===== src/hw/rtl/sle_pkg.sv =====
package sle_pkg;

  typedef enum logic [1:0] {
    KIND_INSERT   = 2'd0,
    KIND_REMOVE   = 2'd1,
    KIND_CONTAINS = 2'd2,
    KIND_CLEAR    = 2'd3
  } kind_t;

  typedef enum logic [1:0] {
    ST_OK        = 2'd0,
    ST_NOT_FOUND = 2'd1,
    ST_FULL      = 2'd2
  } status_t;

  localparam int unsigned ValueW = 32;
  localparam int unsigned OccW   = 5;

  typedef logic signed [ValueW-1:0] value_t;

  typedef struct packed {
    logic do_ins;
    logic do_rem;
  } cell_ctl_t;

endpackage


===== src/hw/rtl/sle_if.sv =====
interface sle_item_if;
  logic             valid;
  logic             ready;
  sle_pkg::kind_t   kind;
  sle_pkg::value_t  value;

  modport source (output valid, output kind, output value, input ready);
  modport sink   (input valid, input kind, input value, output ready);
endinterface

interface sle_result_if;
  logic                        valid;
  logic                        ready;
  logic                        found;
  sle_pkg::status_t            status;
  logic [sle_pkg::OccW-1:0]    occupancy;

  modport source (output valid, output found, output status, output occupancy, input ready);
  modport sink   (input valid, input found, input status, input occupancy, output ready);
endinterface


===== src/hw/rtl/sorted_list_engine.sv =====
// Sorted list engine: keeps up to CAPACITY signed 32-bit values in ascending order,
// duplicates allowed, in a row of cells that each hold one entry and compare it with
// the request in parallel. Every request (insert, remove, contains, clear) is applied
// on acceptance and gives one registered result, so one transfer per cycle is
// sustained while the receiver takes results; a new request enters in the cycle the
// previous result is taken, and the input stalls while a result waits. Insert into
// a full list returns status full, remove or contains of an absent value returns
// not found, and occupancy reports the low 5 bits of the count after the operation.
module sorted_list_engine #(
  parameter int unsigned CAPACITY = 16
) (
  input  logic          clk,
  input  logic          rst_n,
  sle_item_if.sink      in_item,
  sle_result_if.source  out_result
);

  localparam int unsigned CntW = $clog2(CAPACITY + 1);

  logic [CntW-1:0]           count_r;
  logic [CntW-1:0]           count_nxt;
  logic                      out_valid_r;
  logic                      found_r;
  sle_pkg::status_t          status_r;
  logic [sle_pkg::OccW-1:0]  occ_r;

  logic                      accept;
  logic                      full;
  logic                      present;
  sle_pkg::status_t          status_nxt;
  sle_pkg::cell_ctl_t        ctl;

  sle_pkg::value_t           entry [CAPACITY];
  logic [CAPACITY-1:0]       lt;
  logic [CAPACITY-1:0]       eq;

  assign in_item.ready = !out_valid_r || out_result.ready;
  assign accept        = in_item.valid && in_item.ready;
  assign full          = (count_r == CntW'(CAPACITY));
  assign present       = |eq;

  assign ctl.do_ins = (in_item.kind == sle_pkg::KIND_INSERT) && !full;
  assign ctl.do_rem = (in_item.kind == sle_pkg::KIND_REMOVE) && present;

  for (genvar i = 0; i < CAPACITY; i++) begin : g_cell
    sle_cell u_cell (
      .clk         (clk),
      .en          (accept),
      .ctl         (ctl),
      .occ         (CntW'(i) < count_r),
      .key         (in_item.value),
      .left_lt     ((i == 0) ? 1'b1 : lt[(i == 0) ? 0 : i - 1]),
      .left_entry  ((i == 0) ? in_item.value : entry[(i == 0) ? 0 : i - 1]),
      .right_entry ((i == CAPACITY - 1) ? in_item.value
                                        : entry[(i == CAPACITY - 1) ? i : i + 1]),
      .entry       (entry[i]),
      .lt          (lt[i]),
      .eq          (eq[i])
    );
  end

  always_comb begin
    count_nxt  = count_r;
    status_nxt = sle_pkg::ST_OK;
    unique case (in_item.kind)
      sle_pkg::KIND_INSERT: begin
        if (full) begin
          status_nxt = sle_pkg::ST_FULL;
        end else begin
          count_nxt = count_r + CntW'(1);
        end
      end
      sle_pkg::KIND_REMOVE: begin
        if (present) begin
          count_nxt = count_r - CntW'(1);
        end else begin
          status_nxt = sle_pkg::ST_NOT_FOUND;
        end
      end
      sle_pkg::KIND_CONTAINS: begin
        status_nxt = present ? sle_pkg::ST_OK : sle_pkg::ST_NOT_FOUND;
      end
      sle_pkg::KIND_CLEAR: begin
        count_nxt = '0;
      end
      default: begin
        count_nxt = count_r;
      end
    endcase
  end

  always_ff @(posedge clk) begin
    if (!rst_n) begin
      count_r     <= '0;
      out_valid_r <= 1'b0;
    end else begin
      if (accept) begin
        count_r     <= count_nxt;
        out_valid_r <= 1'b1;
      end else if (out_result.ready) begin
        out_valid_r <= 1'b0;
      end
    end
  end

  // result payload
  always_ff @(posedge clk) begin
    if (accept) begin
      found_r  <= present;
      status_r <= status_nxt;
      occ_r    <= sle_pkg::OccW'(count_nxt);
    end
  end

  assign out_result.valid     = out_valid_r;
  assign out_result.found     = found_r;
  assign out_result.status    = status_r;
  assign out_result.occupancy = occ_r;

endmodule


===== src/hw/rtl/sle_cell.sv =====
module sle_cell (
  input  logic                clk,
  input  logic                en,
  input  sle_pkg::cell_ctl_t  ctl,
  input  logic                occ,
  input  sle_pkg::value_t     key,
  input  logic                left_lt,
  input  sle_pkg::value_t     left_entry,
  input  sle_pkg::value_t     right_entry,
  output sle_pkg::value_t     entry,
  output logic                lt,
  output logic                eq
);

  sle_pkg::value_t entry_r;
  sle_pkg::value_t entry_nxt;

  assign entry = entry_r;
  assign lt    = occ && (entry_r < key);
  assign eq    = occ && (entry_r == key);

  always_comb begin
    entry_nxt = entry_r;
    if (ctl.do_ins && !lt) begin
      entry_nxt = left_lt ? key : left_entry;
    end else if (ctl.do_rem && !lt) begin
      entry_nxt = right_entry;
    end
  end

  always_ff @(posedge clk) begin
    if (en) begin
      entry_r <= entry_nxt;
    end
  end

endmodule


===== src/flat_wrapper.sv =====
// flat-port wrapper written by rule: the top's interface ports become plain ports
module sorted_list_engine_flat 
#(
  parameter int unsigned CAPACITY = 16
)
  (clk, rst_n, in_item_valid, in_item_kind, in_item_value, in_item_ready, out_result_valid, out_result_found, out_result_status, out_result_occupancy, out_result_ready);
  sle_item_if in_item_i ();
  sle_result_if out_result_i ();
  input  logic clk;
  input  logic rst_n;
  input wire logic [$bits(in_item_i.valid)-1:0] in_item_valid;
  input wire logic [$bits(in_item_i.kind)-1:0] in_item_kind;
  input wire logic [$bits(in_item_i.value)-1:0] in_item_value;
  output wire logic [$bits(in_item_i.ready)-1:0] in_item_ready;
  output wire logic [$bits(out_result_i.valid)-1:0] out_result_valid;
  output wire logic [$bits(out_result_i.found)-1:0] out_result_found;
  output wire logic [$bits(out_result_i.status)-1:0] out_result_status;
  output wire logic [$bits(out_result_i.occupancy)-1:0] out_result_occupancy;
  input wire logic [$bits(out_result_i.ready)-1:0] out_result_ready;
  assign in_item_i.valid = in_item_valid;
  assign in_item_i.kind = in_item_kind;
  assign in_item_i.value = in_item_value;
  assign in_item_ready = in_item_i.ready;
  assign out_result_valid = out_result_i.valid;
  assign out_result_found = out_result_i.found;
  assign out_result_status = out_result_i.status;
  assign out_result_occupancy = out_result_i.occupancy;
  assign out_result_i.ready = out_result_ready;
  sorted_list_engine #(.CAPACITY(CAPACITY)) u_core (.clk(clk), .rst_n(rst_n), .in_item(in_item_i), .out_result(out_result_i));
endmodule

===== config.mk =====
export PLATFORM = sky130hd
export DESIGN_NAME = sorted_list_engine_flat
export DESIGN_NICKNAME = d
export VERILOG_FILES = /design/src/hw/rtl/sle_pkg.sv /design/src/hw/rtl/sle_if.sv /design/src/hw/rtl/sorted_list_engine.sv /design/src/hw/rtl/sle_cell.sv /design/src/flat_wrapper.sv
export SDC_FILE = /design/constraint.sdc
export NUM_CORES = 2
export LEC_CHECK = 0
export BUFFER_PORTS_ARGS = -buffer_cell sky130_fd_sc_hd__buf_2
export CORE_ASPECT_RATIO = 1.25
export CORE_MARGIN = 2
export CORE_UTILIZATION = 65
export DETAILED_ROUTE_END_ITERATION = 10
export GPL_TIMING_DRIVEN = 0
export PLACE_DENSITY = 0.78
export SYNTH_ARGS = -nofsm -noshare
export SYNTH_HDL_FRONTEND = slang
export SYNTH_HIERARCHICAL = 1
export SYNTH_SLANG_ARGS = --single-unit

===== constraint.sdc =====
create_clock -name clk -period 5.6 [get_ports clk]
set_input_delay 1.12 -clock clk [delete_from_list [all_inputs] [get_ports clk]]
set_output_delay 1.12 -clock clk [all_outputs]
set_load 0.01 [all_outputs]

# Word level (Yosys, flattened, before mapping)
# Index checks and enable logic that the tools add are counted.
classes:
  add_sub_neg: 2
  order_cmp: 32
  eq_ne: 20
  mux: 55
  reduce_logical: 122
ops:
  columns: ["operator", "n"]
  rows:
  - ["32-bit two-way mux", 47]
  - ["32-bit == test", 16]
  - ["32-bit < comparator", 16]
  - ["1-bit logical AND", 67]
  - ["4-bit by 5-bit < comparator with 1-bit output (first input constant)", 8]
  - ["2-bit nonzero test", 17]
  - ["2-bit AND reduction", 16]
  - ["3-bit by 5-bit < comparator with 1-bit output (first input constant)", 4]
  - ["1-bit logical NOT", 18]
  - ["16-bit OR reduction", 1]
  - ["5-bit one-hot mux with 3 select lines", 1]
  - ["1-bit by 5-bit < comparator with 1-bit output (first input constant)", 2]
  - ["2-bit by 5-bit < comparator with 1-bit output (first input constant)", 2]
  - ["5-bit two-way mux", 2]
  - ["5-bit by 1-bit adder with 5-bit output (second input constant)", 1]
  - ["5-bit == test (second input constant)", 1]
  - ["5-bit by 1-bit subtractor with 5-bit output (second input constant)", 1]
  - ["2-bit == test (second input constant)", 2]
  - ["2-bit one-hot mux with 2 select lines", 1]
  - ["1-bit two-way mux", 3]
  - ["2-bit by 1-bit == test with 1-bit output (second input constant)", 1]
  - ["2-bit logical NOT", 1]
  - ["2-bit two-way mux", 1]
  - ["2-bit OR reduction", 1]
  - ["1-bit logical OR", 1]
word_totals:
  regBits: 526
  inputBits: 38
  wordCells: 252

# Logic depth before layout (Yosys ltp)
logic_depth:
  word_depth: 7
  mapped_depth: 14
  ltp_nobuf: 12

# Modules after synthesis
# Netlist, hierarchy kept.
by_module_without_submodules:
  columns: ["module", "instances", "cells_each", "area_each_um2", "seq_area_each_um2"]
  rows:
  - ["sle_cell", 16, 226, 2586.2, 960.9]
  - ["sorted_list_engine", 1, 134, 1183.6, 360.3]

# Worst setup path before layout
# No wires, ideal clock.
synth_timing:
  kind: "input-to-reg"
  from: "input port in_item_value[31]"
  to: "register u_core.g_cell[0].u_cell.entry_r[0] (enable)"
  setup_time_ps: 421
  t_arrival_ps: 4284
  slack_ps: 895
  path_stages: 12
  cell_sequence: "inv_1 > ha_1 > nand4_1 > nor4_1 > nand2_1 > nor2_1 > nor4_4 > nand4_4 > nand2_1 > inv_1 > o21ai_0 > nor2_1"
synth_lines:
  columns: ["item", "line", "source"]
  rows:
  - ["start, declared", "flat_wrapper.sv:13", "input wire logic [$bits(in_item_i.value)-1:0] in_item_value;"]
  - ["end signal, assigned", "sle_cell.sv:33", "entry_r <= entry_nxt;"]
  - ["end, declared", "sle_cell.sv:15", "sle_pkg::value_t entry_r;"]

==> flow_summary.yaml <==
global_routing:
  grt_overflow: 0
  grt_pass1_wl_mm: 151
  grt_pass1_vias: 29400
  grt_max_degree: 35
  track_usage_pct: 27.9
  antenna_found_initial: 2
worst_setup_path:
  critPathLaunch: "in_item_value[27]"
  max_stage_delay_ns: 0.66
  crit_buf_inv: 3
  critPathRequiredTime_ns: 5.85
  startpoint_type: "input pin"
  crit_slowest_cell: "nor2_4"
  reg2reg_slack_ns: 0.25
  path_class: "in -> reg"
  path_max_fanout: 34
  end_kind: "register"
  r2r-start: "u_core/count_r[4]"
  cp_data_arrival_time_ns: 5.70
  ff2ff_path_depth: 11
  worstPathCellList: "buf_2, inv_1, ha_1, nand4_1, nor4_1, nand2_1, nor2_1, nor4_4, nand4_4, nand2_1, inv_1, o21ai_0, nor2_4"
  r2r_end: "u_core/g_cell[10].u_cell/entry[27]"
  crit_family: "simple AND/OR/NAND/NOR gates"
run:
  cap_violations: 0
routing:
  drt-pass1-iter-count: 5
  wl_mm: 99.1
  drtIter0Drc: 1433
  via_count: 28600
  ant_nets: 0
  vias_per_cell: 5.99
  wire_per_inst_um: 20.8
  drc: 0
clock_tree:
  cts_buffer_depth: 3
  cts_buffers: 56
  path_clk_slew_ns: 0.06
  htreeDepth: 2
  root_buffer: "clkbuf_16"
  cts_tree: "done"
  cts_sinks: 526
  clock_latency_ns: 0.63
power_and_ir_drop:
  seq_power_share_pct: 44.8
  p_leak_nw: 19.1
  combPwrFrac_pct: 19.1
  pwr-share-clk_pct: 36.1
  internal_power_mw: 7.57
  vdd_drop_max_uv: 274
  p_sw_share_pct: 26.4
  p_switching_mw: 2.72
  power_density_nw_per_um2: 223
logic_synthesis:
  synth_edf_count: 520
  synth.cell_area_um2: 42600
  ys_warn_count: 6
  ys_async_sr_fraction_pct: 0
  synth_top_area_cell: "edfxtp_1"
  yosys_most_used_dff: "edfxtp_1"
  synth-seq-area-share_pct: 37.0
  synth.area.top_cells: "edfxtp_1 37%, mux2_2 26%, ha_1 15%"
  ys_ff_latch: 526
  syn_nets: 4308
  synthCells: 3750
  syn_avg_cell_area_um2: 11.4
  synth_cell_types: 52
  yosys.area.top_type_share_pct: 36.7
cells_and_area:
  fillers: 4739
  layout_commonest_cell: "mux2_2"
  areaGrowthSynthToFinish_pct: 8.22
  drive_above_1_share_pct: 32.9
  finalCoreUtilization_pct: 71.4
  finalInstanceArea_um2: 46100
  num-nets-final: 4436
  final_cell_mix: "993 x mux2_2, 540 x inv_1, 520 x ha_1, 520 x edfxtp_1, 241 x a21oi_1"
  stdcell_count: 4774
sta:
  holdWs_ns: 0.558
  finalHoldViolCount: 0
  relSlewSlack_pct: 23.9
  period_minus_slack_ns: 5.45
  rsz0062_at_grt: "false"
  fin_crit_sh_pct: 97.3
  final_max_slew_viol_count: 0
  max_clock_freq_ghz: 0.184
  finalSetupViolCount: 0
  worstMarginPinSlew_ns: 1.13
  skew_ns: 0.0229
die:
  die_w_um: 233
  fp.dieH_um: 290
  num_rows: 104
  ios: 48
  core_area_um2: 64500
  start_util_pct: 65.9
  dieArea_um2: 67600
hold_path:
  hold_path_class: "reg -> reg"
  hp-start: "u_core/out_result.valid"
  worst_hold_path.num_cells: 2
  holdPathEnd: "u_core/out_result.valid"
place:
  dpl.cell_count: 4645
  io_buffers: 46
  placed_area_um2: 44000
  gp_congestion: 0.829
  hpwl_mm: 76.9
outcome:
  status: "completed"
==> stage by stage <==
| step | setup TNS [ns] | setup WS [ns] | power, mW |
|---|---|---|---|
| floorplan | 0 | 0.895 | 6.06 |
| finish | 0 | 0.151 | 10.3 |
| global placement | -810.48 | -1.67 | 6.52 |
| detailed placement | -200.23 | -0.448 | 6.60 |
| global route | 0 | 0.0295 | 10.7 |
| CTS | 0 | 0.189 | 10.3 |
==> cells in the mapped netlist, types with 17 or more instances <==
library cell / number
a21o_1: 19
a21oi_1: 241
buf_6: 49
clkbuf_1: 67
edfxtp_1: 520
ha_1: 520
inv_1: 541
mux2_1: 32
mux2_2: 993
nand2_1: 198
nand3_1: 36
nand3b_1: 17
nand4_1: 82
nor2_1: 87
nor2b_1: 17
nor4_1: 32
o211ai_1: 17
o21ai_0: 121
==> layout make-up <==
| type | count | area [µm²] | area share, % |
|---|---|---|---|
| antenna | 3 | 7.51 | 0.0163 |
| buffer | 120 | 831 | 1.80 |
| clock buffer | 81 | 1590 | 3.44 |
| clock inverter | 22 | 208 | 0.451 |
| inverter | 541 | 2030 | 4.41 |
| multi-input combinational | 2579 | 24300 | 52.7 |
| sequential | 526 | 15700 | 34.2 |
| tap | 848 | 1060 | 2.30 |
| timing repair buffer | 54 | 325 | 0.706 |
==> power by group through the flow <==
stage	logic, mW	registers (mW)	clock network (mW)
after floorplan	1.40	4.66	0
after CTS	1.92	4.61	3.78
after detailed placement	1.90	4.69	0
after global placement	1.83	4.69	0
final	1.96	4.61	3.71
after global routing	2.15	4.63	3.90
==> registers in the layout, summed over array words and instances (netlist names) <==
| name | count |
|---|---|
| u_core/out_result.status | 2 |
| u_core/out_result.valid | 1 |
| u_core/out_result.found | 1 |
| u_core/g_cell.u_cell/entry | 512 |
| u_core/count_r | 5 |
| u_core/out_result.occupancy | 5 |
==> kinds of logic after synthesis <==
logic type | count (synthesis) | synth area share (%)
muxes | 1026 | 27.2
buffers and inverters | 661 | 6.72
DFF | 526 | 37.0
adders and majority gates | 520 | 15.3
and+or+nand+nor | 518 | 6.31
AOI/OAI and AO/OA | 498 | 7.55
other | 1 | 0.00881
==> how the worst max path moves through the flow <==
| stage | endpoint | cells past startpoint |
|---|---|---|
| after floorplan | u_core/g_cell[0].u_cell/entry[0] | 12 |
| after global placement | u_core/g_cell[15].u_cell/entry[7] | 13 |
| after detailed placement | u_core/g_cell[15].u_cell/entry[6] | 13 |
| after CTS | u_core/g_cell[0].u_cell/entry[2] | 13 |
| after global routing | u_core/g_cell[14].u_cell/entry[24] | 13 |
| final | u_core/g_cell[10].u_cell/entry[27] | 13 |
==> tightest hold or removal path: cells and delay by family (launching register included) <==
| family | cells | cell delay [ns] |
|---|---|---|
| AOI/OAI and AO/OA | 1 | 0.09 |
| DFF | 1 | 0.31 |
| and+or+nand+nor | 1 | 0.11 |
==> per-layer routing <==
metal | vias to the layer above | GRT usage [%] | share of wire (%)
li1 | 14000 | - | -
met1 | 13900 | 32.0 | 39
met2 | 501 | 53.7 | 55
met3 | 177 | 2.69 | 2.7
met4 | 0 | 8.44 | 3.5
met5 | - | 0 | 0
==> repair_timing <==
action / in CTS / in global routing
setup endpoints to repair: 0 / 512
resized for setup: 0 / 19
hold buffers: 0 / 0
setup buffers: 0 / 7
Power figures use the tool's default switching activity.
